File: src/hdl/bsks_pkg.sv
// Shared codes, widths and control structures for the bounded stack with key search.
package bsks_pkg;

  localparam int STACK_DEPTH_DEF = 16;

  localparam int MODE_W   = 3;
  localparam int VALUE_W  = 32;
  localparam int POS_W    = 4;
  localparam int STATUS_W = 3;
  localparam int COUNT_W  = 5;

  localparam logic [MODE_W-1:0] MODE_PUSH     = 3'd0;
  localparam logic [MODE_W-1:0] MODE_POP      = 3'd1;
  localparam logic [MODE_W-1:0] MODE_SEARCH   = 3'd2;
  localparam logic [MODE_W-1:0] MODE_SPREV    = 3'd3;
  localparam logic [MODE_W-1:0] MODE_DELETE   = 3'd4;
  localparam logic [MODE_W-1:0] MODE_EXCHANGE = 3'd5;
  localparam logic [MODE_W-1:0] MODE_QUERY    = 3'd6;

  localparam logic [STATUS_W-1:0] ST_OK        = 3'd0;
  localparam logic [STATUS_W-1:0] ST_NOT_FOUND = 3'd1;
  localparam logic [STATUS_W-1:0] ST_FULL      = 3'd2;
  localparam logic [STATUS_W-1:0] ST_EMPTY     = 3'd3;
  localparam logic [STATUS_W-1:0] ST_RANGE     = 3'd4;

  // Commands from the controller to the datapath.
  typedef struct packed {
    logic                accept;
    logic                push;
    logic                rd_top;
    logic                pop_done;
    logic                set_status;
    logic [STATUS_W-1:0] status_code;
    logic                scan_init;
    logic                scan_rd;
    logic                scan_next;
    logic                take_match;
    logic                shift_init;
    logic                shift_rd;
    logic                shift_wr;
    logic                cnt_dec;
    logic                ex_rd_a;
    logic                ex_rd_b;
    logic                ex_wr_a;
    logic                ex_wr_b;
    logic                out_load;
  } cmd_t;

  // Status from the datapath back to the controller.
  typedef struct packed {
    logic [MODE_W-1:0] mode;
    logic              full;
    logic              empty;
    logic              ex_bad;
    logic              match;
    logic              scan_end;
    logic              top_match;
    logic              shift_end;
    logic              out_free;
  } sts_t;

endpackage

File: src/hdl/bsks_ifs.sv
// Valid/ready channel interfaces for operation requests and results.
interface bsks_in_if;
  logic                               valid;
  logic                               ready;
  logic [bsks_pkg::MODE_W-1:0]        mode;
  logic signed [bsks_pkg::VALUE_W-1:0] value;
  logic [bsks_pkg::POS_W-1:0]         position;

  modport source (output valid, output mode, output value, output position, input ready);
  modport sink   (input valid, input mode, input value, input position, output ready);
endinterface

interface bsks_out_if;
  logic                                valid;
  logic                                ready;
  logic [bsks_pkg::STATUS_W-1:0]       status;
  logic                                found;
  logic [bsks_pkg::POS_W-1:0]          found_position;
  logic signed [bsks_pkg::VALUE_W-1:0] found_value;
  logic [bsks_pkg::COUNT_W-1:0]        entry_count_out;
  logic                                is_empty;

  modport source (output valid, output status, output found, output found_position,
                  output found_value, output entry_count_out, output is_empty, input ready);
  modport sink   (input valid, input status, input found, input found_position,
                  input found_value, input entry_count_out, input is_empty, output ready);
endinterface

File: src/hdl/bsks_ctrl.sv
// Operation sequencer for the stack: steps each transaction through its memory accesses.
module bsks_ctrl (
  input  logic            clk,
  input  logic            rst_n,
  input  logic            in_valid,
  output logic            in_ready,
  input  bsks_pkg::sts_t  sts,
  output bsks_pkg::cmd_t  cmd
);

  localparam logic [3:0] S_IDLE     = 4'd0;
  localparam logic [3:0] S_DISP     = 4'd1;
  localparam logic [3:0] S_POP      = 4'd2;
  localparam logic [3:0] S_SCAN_RD  = 4'd3;
  localparam logic [3:0] S_SCAN_CMP = 4'd4;
  localparam logic [3:0] S_SHIFT_RD = 4'd5;
  localparam logic [3:0] S_SHIFT_WR = 4'd6;
  localparam logic [3:0] S_EX_B     = 4'd7;
  localparam logic [3:0] S_EX_WA    = 4'd8;
  localparam logic [3:0] S_EX_WB    = 4'd9;
  localparam logic [3:0] S_FIN      = 4'd10;

  logic [3:0] state_r;
  logic [3:0] state_nxt;

  always_ff @(posedge clk) begin
    if (!rst_n) begin
      state_r <= S_IDLE;
    end else begin
      state_r <= state_nxt;
    end
  end

  assign in_ready = (state_r == S_IDLE);

  always_comb begin
    cmd       = '0;
    state_nxt = state_r;
    case (state_r)
      S_IDLE: begin
        if (in_valid) begin
          cmd.accept = 1'b1;
          state_nxt  = S_DISP;
        end
      end
      S_DISP: begin
        state_nxt = S_FIN;
        case (sts.mode)
          bsks_pkg::MODE_PUSH: begin
            if (sts.full) begin
              cmd.set_status  = 1'b1;
              cmd.status_code = bsks_pkg::ST_FULL;
            end else begin
              cmd.push = 1'b1;
            end
          end
          bsks_pkg::MODE_POP: begin
            if (sts.empty) begin
              cmd.set_status  = 1'b1;
              cmd.status_code = bsks_pkg::ST_EMPTY;
            end else begin
              cmd.rd_top = 1'b1;
              state_nxt  = S_POP;
            end
          end
          bsks_pkg::MODE_SEARCH, bsks_pkg::MODE_SPREV, bsks_pkg::MODE_DELETE: begin
            if (sts.empty) begin
              cmd.set_status  = 1'b1;
              cmd.status_code = bsks_pkg::ST_EMPTY;
            end else begin
              cmd.scan_init = 1'b1;
              state_nxt     = S_SCAN_RD;
            end
          end
          bsks_pkg::MODE_EXCHANGE: begin
            if (sts.ex_bad) begin
              cmd.set_status  = 1'b1;
              cmd.status_code = bsks_pkg::ST_RANGE;
            end else begin
              cmd.ex_rd_a = 1'b1;
              state_nxt   = S_EX_B;
            end
          end
          default: begin
          end
        endcase
      end
      S_POP: begin
        cmd.pop_done = 1'b1;
        state_nxt    = S_FIN;
      end
      S_SCAN_RD: begin
        cmd.scan_rd = 1'b1;
        state_nxt   = S_SCAN_CMP;
      end
      S_SCAN_CMP: begin
        if (sts.match) begin
          cmd.take_match = 1'b1;
          state_nxt      = S_FIN;
          if (sts.mode == bsks_pkg::MODE_DELETE) begin
            if (sts.top_match) begin
              cmd.cnt_dec = 1'b1;
            end else begin
              cmd.shift_init = 1'b1;
              state_nxt      = S_SHIFT_RD;
            end
          end
        end else if (sts.scan_end) begin
          cmd.set_status  = 1'b1;
          cmd.status_code = bsks_pkg::ST_NOT_FOUND;
          state_nxt       = S_FIN;
        end else begin
          cmd.scan_next = 1'b1;
          state_nxt     = S_SCAN_RD;
        end
      end
      S_SHIFT_RD: begin
        cmd.shift_rd = 1'b1;
        state_nxt    = S_SHIFT_WR;
      end
      S_SHIFT_WR: begin
        cmd.shift_wr = 1'b1;
        if (sts.shift_end) begin
          cmd.cnt_dec = 1'b1;
          state_nxt   = S_FIN;
        end else begin
          state_nxt = S_SHIFT_RD;
        end
      end
      S_EX_B: begin
        cmd.ex_rd_b = 1'b1;
        state_nxt   = S_EX_WA;
      end
      S_EX_WA: begin
        cmd.ex_wr_a = 1'b1;
        state_nxt   = S_EX_WB;
      end
      S_EX_WB: begin
        cmd.ex_wr_b = 1'b1;
        state_nxt   = S_FIN;
      end
      S_FIN: begin
        if (sts.out_free) begin
          cmd.out_load = 1'b1;
          state_nxt    = S_IDLE;
        end
      end
      default: begin
        state_nxt = S_IDLE;
      end
    endcase
  end

endmodule

File: src/hdl/bsks_dp.sv
// Stack datapath: entry memory, count, scan pointers, result and output registers.
module bsks_dp #(
  parameter int STACK_DEPTH = bsks_pkg::STACK_DEPTH_DEF
) (
  input  logic                                 clk,
  input  logic                                 rst_n,
  input  bsks_pkg::cmd_t                       cmd,
  output bsks_pkg::sts_t                       sts,
  input  logic [bsks_pkg::MODE_W-1:0]          in_mode,
  input  logic signed [bsks_pkg::VALUE_W-1:0]  in_value,
  input  logic [bsks_pkg::POS_W-1:0]           in_position,
  output logic                                 out_valid,
  input  logic                                 out_ready,
  output logic [bsks_pkg::STATUS_W-1:0]        out_status,
  output logic                                 out_found,
  output logic [bsks_pkg::POS_W-1:0]           out_found_position,
  output logic signed [bsks_pkg::VALUE_W-1:0]  out_found_value,
  output logic [bsks_pkg::COUNT_W-1:0]         out_entry_count_out,
  output logic                                 out_is_empty
);

  localparam int AW = $clog2(STACK_DEPTH);
  localparam int CW = $clog2(STACK_DEPTH + 1);
  localparam int EW = ((CW > bsks_pkg::POS_W) ? CW : bsks_pkg::POS_W) + 1;
  localparam int VW = bsks_pkg::VALUE_W;

  // Entries are kept bottom first: the top of the stack lives at address count-1.
  logic [VW-1:0] mem [STACK_DEPTH];

  logic [bsks_pkg::MODE_W-1:0]   mode_r;
  logic [VW-1:0]                 key_r;
  logic [bsks_pkg::POS_W-1:0]    pos_r;
  logic [CW-1:0]                 count_r;
  logic [AW-1:0]                 p_r;
  logic [AW-1:0]                 addr_r;
  logic [VW-1:0]                 rd_data_r;
  logic [VW-1:0]                 prev_r;
  logic [VW-1:0]                 tmp_r;
  logic [bsks_pkg::STATUS_W-1:0] res_status_r;
  logic                          res_found_r;
  logic [AW-1:0]                 res_fpos_r;
  logic [VW-1:0]                 res_fval_r;
  logic                          out_valid_r;
  logic [bsks_pkg::STATUS_W-1:0] out_status_r;
  logic                          out_found_r;
  logic [bsks_pkg::POS_W-1:0]    out_fpos_r;
  logic [VW-1:0]                 out_fval_r;
  logic [bsks_pkg::COUNT_W-1:0]  out_count_r;
  logic                          out_empty_r;

  logic [CW-1:0] count_m1;
  logic [CW-1:0] scan_phys;
  logic [CW-1:0] shift_start;
  logic [EW-1:0] ex_a_full;
  logic [AW-1:0] ex_a;
  logic [AW-1:0] ex_b;
  logic          ex_bad;
  logic          rd_en;
  logic [AW-1:0] rd_addr;
  logic          wr_en;
  logic [AW-1:0] wr_addr;
  logic [VW-1:0] wr_data;

  assign count_m1    = count_r - CW'(1);
  assign scan_phys   = count_m1 - CW'(p_r);
  assign shift_start = count_r - CW'(p_r);
  assign ex_a_full   = EW'(count_r) - EW'(pos_r) - EW'(2);
  assign ex_a        = ex_a_full[AW-1:0];
  assign ex_b        = AW'(ex_a - 1'b1);
  assign ex_bad      = (EW'(pos_r) + EW'(2)) >= EW'(count_r);

  always_comb begin
    sts.mode      = mode_r;
    sts.full      = (count_r == CW'(STACK_DEPTH));
    sts.empty     = (count_r == '0);
    sts.ex_bad    = ex_bad;
    // Search previous may only match from the second entry down.
    sts.match     = (rd_data_r == key_r) &&
                    !((mode_r == bsks_pkg::MODE_SPREV) && (p_r == '0));
    sts.scan_end  = (CW'(p_r) + CW'(1)) >= count_r;
    sts.top_match = (p_r == '0);
    sts.shift_end = (CW'(addr_r) == count_m1);
    sts.out_free  = !out_valid_r || out_ready;
  end

  always_comb begin
    rd_en   = 1'b1;
    rd_addr = count_m1[AW-1:0];
    if (cmd.scan_rd) begin
      rd_addr = scan_phys[AW-1:0];
    end else if (cmd.shift_rd) begin
      rd_addr = addr_r;
    end else if (cmd.ex_rd_a) begin
      rd_addr = ex_a;
    end else if (cmd.ex_rd_b) begin
      rd_addr = ex_b;
    end else if (!cmd.rd_top) begin
      rd_en = 1'b0;
    end
  end

  always_comb begin
    wr_en   = 1'b1;
    wr_addr = count_r[AW-1:0];
    wr_data = key_r;
    if (cmd.shift_wr) begin
      wr_addr = AW'(addr_r - 1'b1);
      wr_data = rd_data_r;
    end else if (cmd.ex_wr_a) begin
      wr_addr = ex_a;
      wr_data = rd_data_r;
    end else if (cmd.ex_wr_b) begin
      wr_addr = ex_b;
      wr_data = tmp_r;
    end else if (!cmd.push) begin
      wr_en = 1'b0;
    end
  end

  always_ff @(posedge clk) begin
    if (wr_en) begin
      mem[wr_addr] <= wr_data;
    end
  end

  always_ff @(posedge clk) begin
    if (rd_en) begin
      rd_data_r <= mem[rd_addr];
    end
  end

  // Transaction operands, scan state and the pending result.
  always_ff @(posedge clk) begin
    if (cmd.accept) begin
      mode_r       <= in_mode;
      key_r        <= in_value;
      pos_r        <= in_position;
      res_status_r <= bsks_pkg::ST_OK;
      res_found_r  <= 1'b0;
      res_fpos_r   <= '0;
      res_fval_r   <= '0;
    end
    if (cmd.set_status) begin
      res_status_r <= cmd.status_code;
    end
    if (cmd.pop_done) begin
      res_fval_r <= rd_data_r;
    end
    if (cmd.scan_init) begin
      p_r <= '0;
    end
    if (cmd.scan_next) begin
      prev_r <= rd_data_r;
      p_r    <= AW'(p_r + 1'b1);
    end
    if (cmd.take_match) begin
      res_found_r <= 1'b1;
      if (mode_r == bsks_pkg::MODE_SPREV) begin
        res_fpos_r <= AW'(p_r - 1'b1);
        res_fval_r <= prev_r;
      end else begin
        res_fpos_r <= p_r;
        res_fval_r <= rd_data_r;
      end
    end
    if (cmd.shift_init) begin
      addr_r <= shift_start[AW-1:0];
    end
    if (cmd.shift_wr) begin
      addr_r <= AW'(addr_r + 1'b1);
    end
    if (cmd.ex_rd_b) begin
      tmp_r <= rd_data_r;
    end
  end

  always_ff @(posedge clk) begin
    if (!rst_n) begin
      count_r <= '0;
    end else if (cmd.push) begin
      count_r <= CW'(count_r + 1'b1);
    end else if (cmd.pop_done || cmd.cnt_dec) begin
      count_r <= count_m1;
    end
  end

  always_ff @(posedge clk) begin
    if (!rst_n) begin
      out_valid_r <= 1'b0;
    end else if (cmd.out_load) begin
      out_valid_r <= 1'b1;
    end else if (out_ready) begin
      out_valid_r <= 1'b0;
    end
  end

  always_ff @(posedge clk) begin
    if (cmd.out_load) begin
      out_status_r <= res_status_r;
      out_found_r  <= res_found_r;
      out_fpos_r   <= bsks_pkg::POS_W'(res_fpos_r);
      out_fval_r   <= res_fval_r;
      out_count_r  <= bsks_pkg::COUNT_W'(count_r);
      out_empty_r  <= (count_r == '0);
    end
  end

  assign out_valid           = out_valid_r;
  assign out_status          = out_status_r;
  assign out_found           = out_found_r;
  assign out_found_position  = out_fpos_r;
  assign out_found_value     = out_fval_r;
  assign out_entry_count_out = out_count_r;
  assign out_is_empty        = out_empty_r;

endmodule

File: src/hdl/bounded_stack_with_key_search_core.sv
// Bounded stack top level: one transaction in flight, results held in an output register.
// A push, query or rejected operation goes from dispatch straight to the result state; a pop
// reads the top entry first, an exchange reads both entries then writes them back, a search
// reads and compares one entry at a time from the top, and a delete then moves each entry
// above the match down by one. The next transaction is taken once the result is loaded.
// Reset (synchronous, active low) empties the stack and the output; the entry memory is
// not cleared and needs no clearing pass.
module bounded_stack_with_key_search_core #(
  parameter int STACK_DEPTH = bsks_pkg::STACK_DEPTH_DEF
) (
  input  logic              clk,
  input  logic              rst_n,
  bsks_in_if.sink           in_ch,
  bsks_out_if.source        out_ch
);

  bsks_pkg::cmd_t cmd;
  bsks_pkg::sts_t sts;

  bsks_ctrl u_ctrl (
    .clk      (clk),
    .rst_n    (rst_n),
    .in_valid (in_ch.valid),
    .in_ready (in_ch.ready),
    .sts      (sts),
    .cmd      (cmd)
  );

  bsks_dp #(
    .STACK_DEPTH (STACK_DEPTH)
  ) u_dp (
    .clk                 (clk),
    .rst_n               (rst_n),
    .cmd                 (cmd),
    .sts                 (sts),
    .in_mode             (in_ch.mode),
    .in_value            (in_ch.value),
    .in_position         (in_ch.position),
    .out_valid           (out_ch.valid),
    .out_ready           (out_ch.ready),
    .out_status          (out_ch.status),
    .out_found           (out_ch.found),
    .out_found_position  (out_ch.found_position),
    .out_found_value     (out_ch.found_value),
    .out_entry_count_out (out_ch.entry_count_out),
    .out_is_empty        (out_ch.is_empty)
  );

endmodule
File: src/flat_wrapper.sv
// flat-port wrapper written by rule: the top's interface ports become plain ports
module bounded_stack_with_key_search_core_flat 
#(
  parameter int STACK_DEPTH = bsks_pkg::STACK_DEPTH_DEF
)
  (clk, rst_n, in_ch_valid, in_ch_mode, in_ch_value, in_ch_position, in_ch_ready, out_ch_valid, out_ch_status, out_ch_found, out_ch_found_position, out_ch_found_value, out_ch_entry_count_out, out_ch_is_empty, out_ch_ready);
  bsks_in_if in_ch_i ();
  bsks_out_if out_ch_i ();
  input  logic clk;
  input  logic rst_n;
  input wire logic [$bits(in_ch_i.valid)-1:0] in_ch_valid;
  input wire logic [$bits(in_ch_i.mode)-1:0] in_ch_mode;
  input wire logic [$bits(in_ch_i.value)-1:0] in_ch_value;
  input wire logic [$bits(in_ch_i.position)-1:0] in_ch_position;
  output wire logic [$bits(in_ch_i.ready)-1:0] in_ch_ready;
  output wire logic [$bits(out_ch_i.valid)-1:0] out_ch_valid;
  output wire logic [$bits(out_ch_i.status)-1:0] out_ch_status;
  output wire logic [$bits(out_ch_i.found)-1:0] out_ch_found;
  output wire logic [$bits(out_ch_i.found_position)-1:0] out_ch_found_position;
  output wire logic [$bits(out_ch_i.found_value)-1:0] out_ch_found_value;
  output wire logic [$bits(out_ch_i.entry_count_out)-1:0] out_ch_entry_count_out;
  output wire logic [$bits(out_ch_i.is_empty)-1:0] out_ch_is_empty;
  input wire logic [$bits(out_ch_i.ready)-1:0] out_ch_ready;
  assign in_ch_i.valid = in_ch_valid;
  assign in_ch_i.mode = in_ch_mode;
  assign in_ch_i.value = in_ch_value;
  assign in_ch_i.position = in_ch_position;
  assign in_ch_ready = in_ch_i.ready;
  assign out_ch_valid = out_ch_i.valid;
  assign out_ch_status = out_ch_i.status;
  assign out_ch_found = out_ch_i.found;
  assign out_ch_found_position = out_ch_i.found_position;
  assign out_ch_found_value = out_ch_i.found_value;
  assign out_ch_entry_count_out = out_ch_i.entry_count_out;
  assign out_ch_is_empty = out_ch_i.is_empty;
  assign out_ch_i.ready = out_ch_ready;
  bounded_stack_with_key_search_core #(.STACK_DEPTH(STACK_DEPTH)) u_core (.clk(clk), .rst_n(rst_n), .in_ch(in_ch_i), .out_ch(out_ch_i));
endmodule
File: config.mk
export PLATFORM = sky130hd
export DESIGN_NAME = bounded_stack_with_key_search_core_flat
export DESIGN_NICKNAME = d
export VERILOG_FILES = /design/src/hdl/bsks_pkg.sv /design/src/hdl/bsks_ifs.sv /design/src/hdl/bsks_ctrl.sv /design/src/hdl/bsks_dp.sv /design/src/hdl/bounded_stack_with_key_search_core.sv /design/src/flat_wrapper.sv
export SDC_FILE = /design/constraint.sdc
export NUM_CORES = 1
export LEC_CHECK = 0
export ABC_AREA = 1
export BUFFER_PORTS_ARGS = -buffer_cell sky130_fd_sc_hd__buf_2
export CORE_MARGIN = 1.5
export CORE_UTILIZATION = 55
export CTS_CLUSTER_SIZE = 20
export DETAILED_ROUTE_END_ITERATION = 16
export GPL_TIMING_DRIVEN = 0
export PLACE_DENSITY = 0.78
export SYNTH_ARGS = -nofsm -noshare
export SYNTH_HDL_FRONTEND = slang
export SYNTH_SLANG_ARGS = --single-unit
File: constraint.sdc
create_clock -name clk -period 6.2 [get_ports clk]
set_clock_uncertainty 0.1 [all_clocks]
set_input_delay 0.62 -clock clk [delete_from_list [all_inputs] [get_ports clk]]
set_output_delay 0.62 -clock clk [all_outputs]
set_load 0.05 [all_outputs]
* Word level (Yosys, flattened, before mapping)
Memories as Yosys holds them, arrays and structs flattened. A register that Yosys moved wholly into a read port is not among the register bits.
Index checks and enable logic that the tools add are counted.
W data, S select, Z words.
** Storage, ports and cells
- Register bits :: 207
- Memory bits (writable) :: 512
- Output and inout port bits :: 48
- Word-level logic and storage cells :: 166
- Memories :: 1
** Memories
- u_core.u_dp.mem :: words 16, width 32, read ports 1, clocked after memory_dff 1, write ports 1, line bsks_dp.sv:28 : logic [VW-1:0] mem [STACK_DEPTH];
** Operators by class
- Add/subtract/negate cells :: 13
- $lt $le $gt $ge :: 2
- Equal/unequal tests :: 20
- Muxes and demuxes :: 89
- Reductions and logical operators :: 21
** Operators with widths (count)
- $mux W32 :: 7
- $mux W4 :: 29
- $mux W1 :: 41
- $pmux W4 S10 :: 1
- $eq A32 B32 Y1 :: 1
- $pmux W4 S3 :: 2
- $eq A4 B3 Y1 const B :: 4
- $eq A4 B4 Y1 const B :: 3
- $reduce_bool A2 Y1 :: 6
- $sub A4 B1 Y4 const B :: 3
- $sub A4 B4 Y4 :: 3
- $ge A5 B5 Y1 :: 2
- $mux W5 :: 2
- $mux W3 :: 3
- $add A4 B1 Y4 const B :: 2
- $eq A4 B2 Y1 const B :: 2
- $logic_not A4 Y1 :: 2
- $pmux W4 S2 :: 1
- $eq A3 B2 Y1 const B :: 2
- $eq A3 B3 Y1 const B :: 2
- $add A4 B1 Y5 const B :: 1
- $add A4 B2 Y5 const B :: 1
- $add A5 B1 Y5 const B :: 1
- $eq A4 B5 Y1 :: 1
- other kinds (19) :: 23

* Logic depth before layout (Yosys ltp)
- Depth after elaboration :: 10
- Gate-level depth with buffers :: 20

* Hierarchy
From an unflattened synthesis, not the netlist that was laid out.
** Second synthesis, totals
- Cell total of the unflattened synthesis :: 2950
- Area, all modules :: 32959.1 µm²
** Modules (own cells, without submodules)
- bsks_dp :: instances 1, cells each 2840, area each 32352.3 µm²
- bsks_ctrl :: instances 1, cells each 110, area each 606.8 µm²

* Least setup slack after synthesis
No wires, ideal clock.
- Path type :: reg2reg
- Start :: register u_core.u_dp.count_r[1]
- End :: memory u_core.u_dp.mem[0][0] (netlist bit), enable pin
- Setup time :: 0.421 ns
- Arrival time :: 3.819 ns
- Data required time :: 5.679 ns
- Slack :: 1.860 ns
- Cell stages (with the launch flop) :: 15
- Buffers on the path :: 0
- Cell sequence :: dfxtp_1 inv_1 ha_1 ha_1 inv_1 fa_1 xor2_1 xnor2_1 xor2_1 nand2_1 o211ai_1 nand2_1 nand2_1 nand2_1 nor2_1
** On the way
- Word-level cells in the longest chain between the ends :: 10
** RTL lines
- start: declaration :: line bsks_dp.sv:33 : logic [CW-1:0] count_r;
- start signal: assignment :: line bsks_dp.sv:181 : count_r <= CW'(count_r + 1'b1);
- start signal: assignment :: line bsks_dp.sv:183 : count_r <= count_m1;
- branches (longest 10 deep; another with $sub A4 B4 Y4)
- end: declaration :: line bsks_dp.sv:28
Several ways; the timed one is not identified.

* Worst setup path in the final report
- Start :: register u_core.u_dp.count_r[1]
- End :: register u_core.u_dp.rd_data_r[8] (read register of u_core.u_dp.mem) (data pin)
** On the way
- Word-level cells in the longest chain between the ends :: 9
** RTL lines
- branches (longest 9 deep; another with $sub A4 B4 Y4)
- end: declaration :: line bsks_dp.sv:36 : logic [VW-1:0] rd_data_r;
Several ways; the timed one is not identified.
A chain may end at the register's enable or synchronous reset.

==> qor.csv <==
metric,value,unit
status,"finished, violations left",
failing checks,max-capacitance violations,
DP Area,0.0354,mm²
drt wl/cell,20.8,µm
clock sinks,751,
Tot GR Track Use,27.4,%
Yosys top cell area share,66.7,%
Synth async-reset ratio,0,%
synth cell count leaders,"edfxtp_1 (740), nand3_1 (642), nand2_1 (605)",
pin count of the biggest net entering global routing,37,
#FFs+latches synth,751,
DIE HEIGHT,249,µm
"area leader, netlist",edfxtp_1,
initial DRC count,3093,
IO buf count,89,
MaxCap Viol Count,1,
Hold Crit Class,in2reg,
root buf cell,clkbuf_16,
Post-Route M1 WL,31.2,mm
CP Launch Point,u_core.u_dp.count_r[1],
Pre-antenna DRT Iters,12,
CTS tree,built,
hold buffer count at cts,0,
slew at the pin closest to its max-slew limit,1500,ps
cell count of the worst reg-to-reg path,16,
CP arrival,5100,ps
final max-slew violation count,0,
Final Setup Violations,0,
Post-Layout Inst Area,0.0378,mm²
vias,23300,
antenna violations before repair,2,
Worst Hold Depth,1,
pwr/cell area,555,mW/mm²
CTS Buf Count,73,
Post-Place Setup Slack,1650,ps
cts repair resizes,0,
DPL Wire Length,60.1,mm
Synth area leaders,"edfxtp_1 (67%), nand3_1 (9.6%), nand2_1 (6.8%)",
Detail Route Antenna Nets,0,
share of layout cells above drive strength 1,11.5,%
Tot Pwr,21.0,mW
final worst setup slack,1480,ps
nets@finish,3332,
hold_sp,in_ch_value[12],
top sig layer,met5,
vias in the first global route,22800,
worst rel slew slack,0.203,%
critical path class,reg2reg,
Die Wd,249,µm
routed wl met2,41.0,mm
total gr overflow,0,
static leakage,15.2,nW
Synth Net Count,3138,
sequential-to-total area share from yosys stat,67.4,%
crit-path max FO,10,
Vias/cell,5.69,
die area,0.0620,mm²
H-tree depth,3,
"Hold Vio Cnt, Final",0,
P&R area growth vs syn,13.6,%
setup bufs post-CTS,0,
placer's final routability congestion estimate,0.925,
distinct cell type count after synthesis,36,
r2r setup slk,1480,ps
WL met3,9.52,mm
IO Pins,91,
RSZ-0062 raised after global routing,false,
"Avg Cell Area, Syn",10.9,µm²
Cells after Synth,3064,
Antenna Cells,0,
worst hold endpoint,u_core.u_dp.key_r[12],
VDD IR max,0.270,mV
"Top FF cell, synth",edfxtp_1,
core footprint,0.0601,mm²
Initial Util,55.4,%
Tcrit/Tclk final,76.1,%
drt total wl,85.4,mm
clk_lat worst skew,630,ps
Netlist Area Pre-Place,0.0333,mm²
first-pass GRT wire length,129,mm
Worst EP required,6580,ps
fmax,212,MHz
number of enable flip-flop cells after synthesis,740,
worst r2r src,u_core.u_dp.count_r[1],
CP endpoint kind,register,
min Tclk post-route,4720,ps
Worst-path clk slew,60,ps
"count leader, synth",edfxtp_1,
Clock Path Buffers,3,
CP Launch Type,register,
Post-route DRC,0,
r2r endpoint,u_core.u_dp.rd_data_r[8],
Synthesis Warnings,0,
FP Rows,90,
worst max path at each step:
stage,to
floorplan,u_core.u_dp.mem[0][0]
CTS,u_core.u_dp.mem[12][13]
finish,u_core.u_dp.rd_data_r[8]
global placement,u_core.u_dp.mem[14][11]
detailed placement,u_core.u_dp.mem[12][14]
global route,u_core.u_dp.rd_data_r[20]
flip-flops by register name (all words and copies together) (netlist names), 3 cells and up:
register / cells
u_core.u_dp.mem: 512
u_core.u_dp.key_r: 32
u_core.u_dp.out_found_value: 32
u_core.u_dp.prev_r: 32
u_core.u_dp.rd_data_r: 32
u_core.u_dp.res_fval_r: 32
u_core.u_dp.tmp_r: 32
u_core.u_dp.count_r: 5
u_core.u_dp.out_entry_count_out: 5
u_core.u_ctrl.state_r: 4
u_core.u_dp.addr_r: 4
u_core.u_dp.out_found_position: 4
u_core.u_dp.p_r: 4
u_core.u_dp.pos_r: 4
u_core.u_dp.res_fpos_r: 4
u_core.u_dp.mode_r: 3
u_core.u_dp.out_status: 3
u_core.u_dp.res_status_r: 3
layout make-up:
class | instances | area, µm²
sequential | 751 | 22400
fill | 4441 | 22300
tap | 782 | 978
clock inverter | 46 | 387
clock buffer | 87 | 1920
buffer | 162 | 953
inverter | 470 | 1760
timing repair buffer | 119 | 1000
multi-input combinational | 1681 | 8370
power by group:
group          switching (mW)  leakage, nW  internal [mW]
Sequential              0.262         6.81           7.05
Clock                    1.89         1.12           2.44
Combinational            6.85         7.30           2.49
metal layers:
layer | track usage [%] | vias up
li1 | - | 10700
met1 | 34.5 | 10900
met2 | 45.6 | 1399
met3 | 5.46 | 244
met4 | 13.6 | 2
met5 | 0 | -
kinds of logic after synthesis:
| group | Yosys count | synth area share, % |
|---|---|---|
| AND/OR/NAND/NOR | 1412 | 18.9 |
| flip-flops | 751 | 67.4 |
| buffers and inverters | 632 | 8.16 |
| AO/OA/AOI/OAI | 189 | 3.02 |
| XOR/XNOR | 49 | 1.29 |
| adder cells (fa/ha/maj) | 31 | 1.23 |
cell usage in the layout (no fill, tap or decap), drive strengths merged, types with 28 or more instances in the layout:
cell and count:
edfxtp 740, nand3 643, nand2 608, inv 476
buf 233, clkbuf 135, o21ai 124, nor2 107
nand3b 32, clkinv 30, a21oi 28, xnor2 28
ha 28
stage by stage:
stage / hold slack, ps / TNS, ps / cells / utilization (%)
after floorplan: 300 / 0 / 3064 / -
after global placement: 300 / -713 / 3935 / 57.7
after detailed placement: 305 / 0 / 3964 / 58.9
after CTS: 46.5 / 0 / 4097 / 62.8
after global routing: 59.7 / 0 / 4098 / 62.9
final: 70.3 / 0 / 4098 / 62.9
critical path, cell delays in order, from the launching register on:
cell	delay (ps)
dfxtp_1	530
inv_1	280
ha_1	410
ha_1	170
inv_1	50
fa_1	430
xor2_1	180
xnor2_1	380
xor2_1	160
nand2_1	90
nand2_1	60
nand2_1	80
nand2_1	50
o21ai_1	530
clkbuf_1	580
nand3_1	290
nand2_1	180
Note: power is estimated with default switching activity, not from simulation.
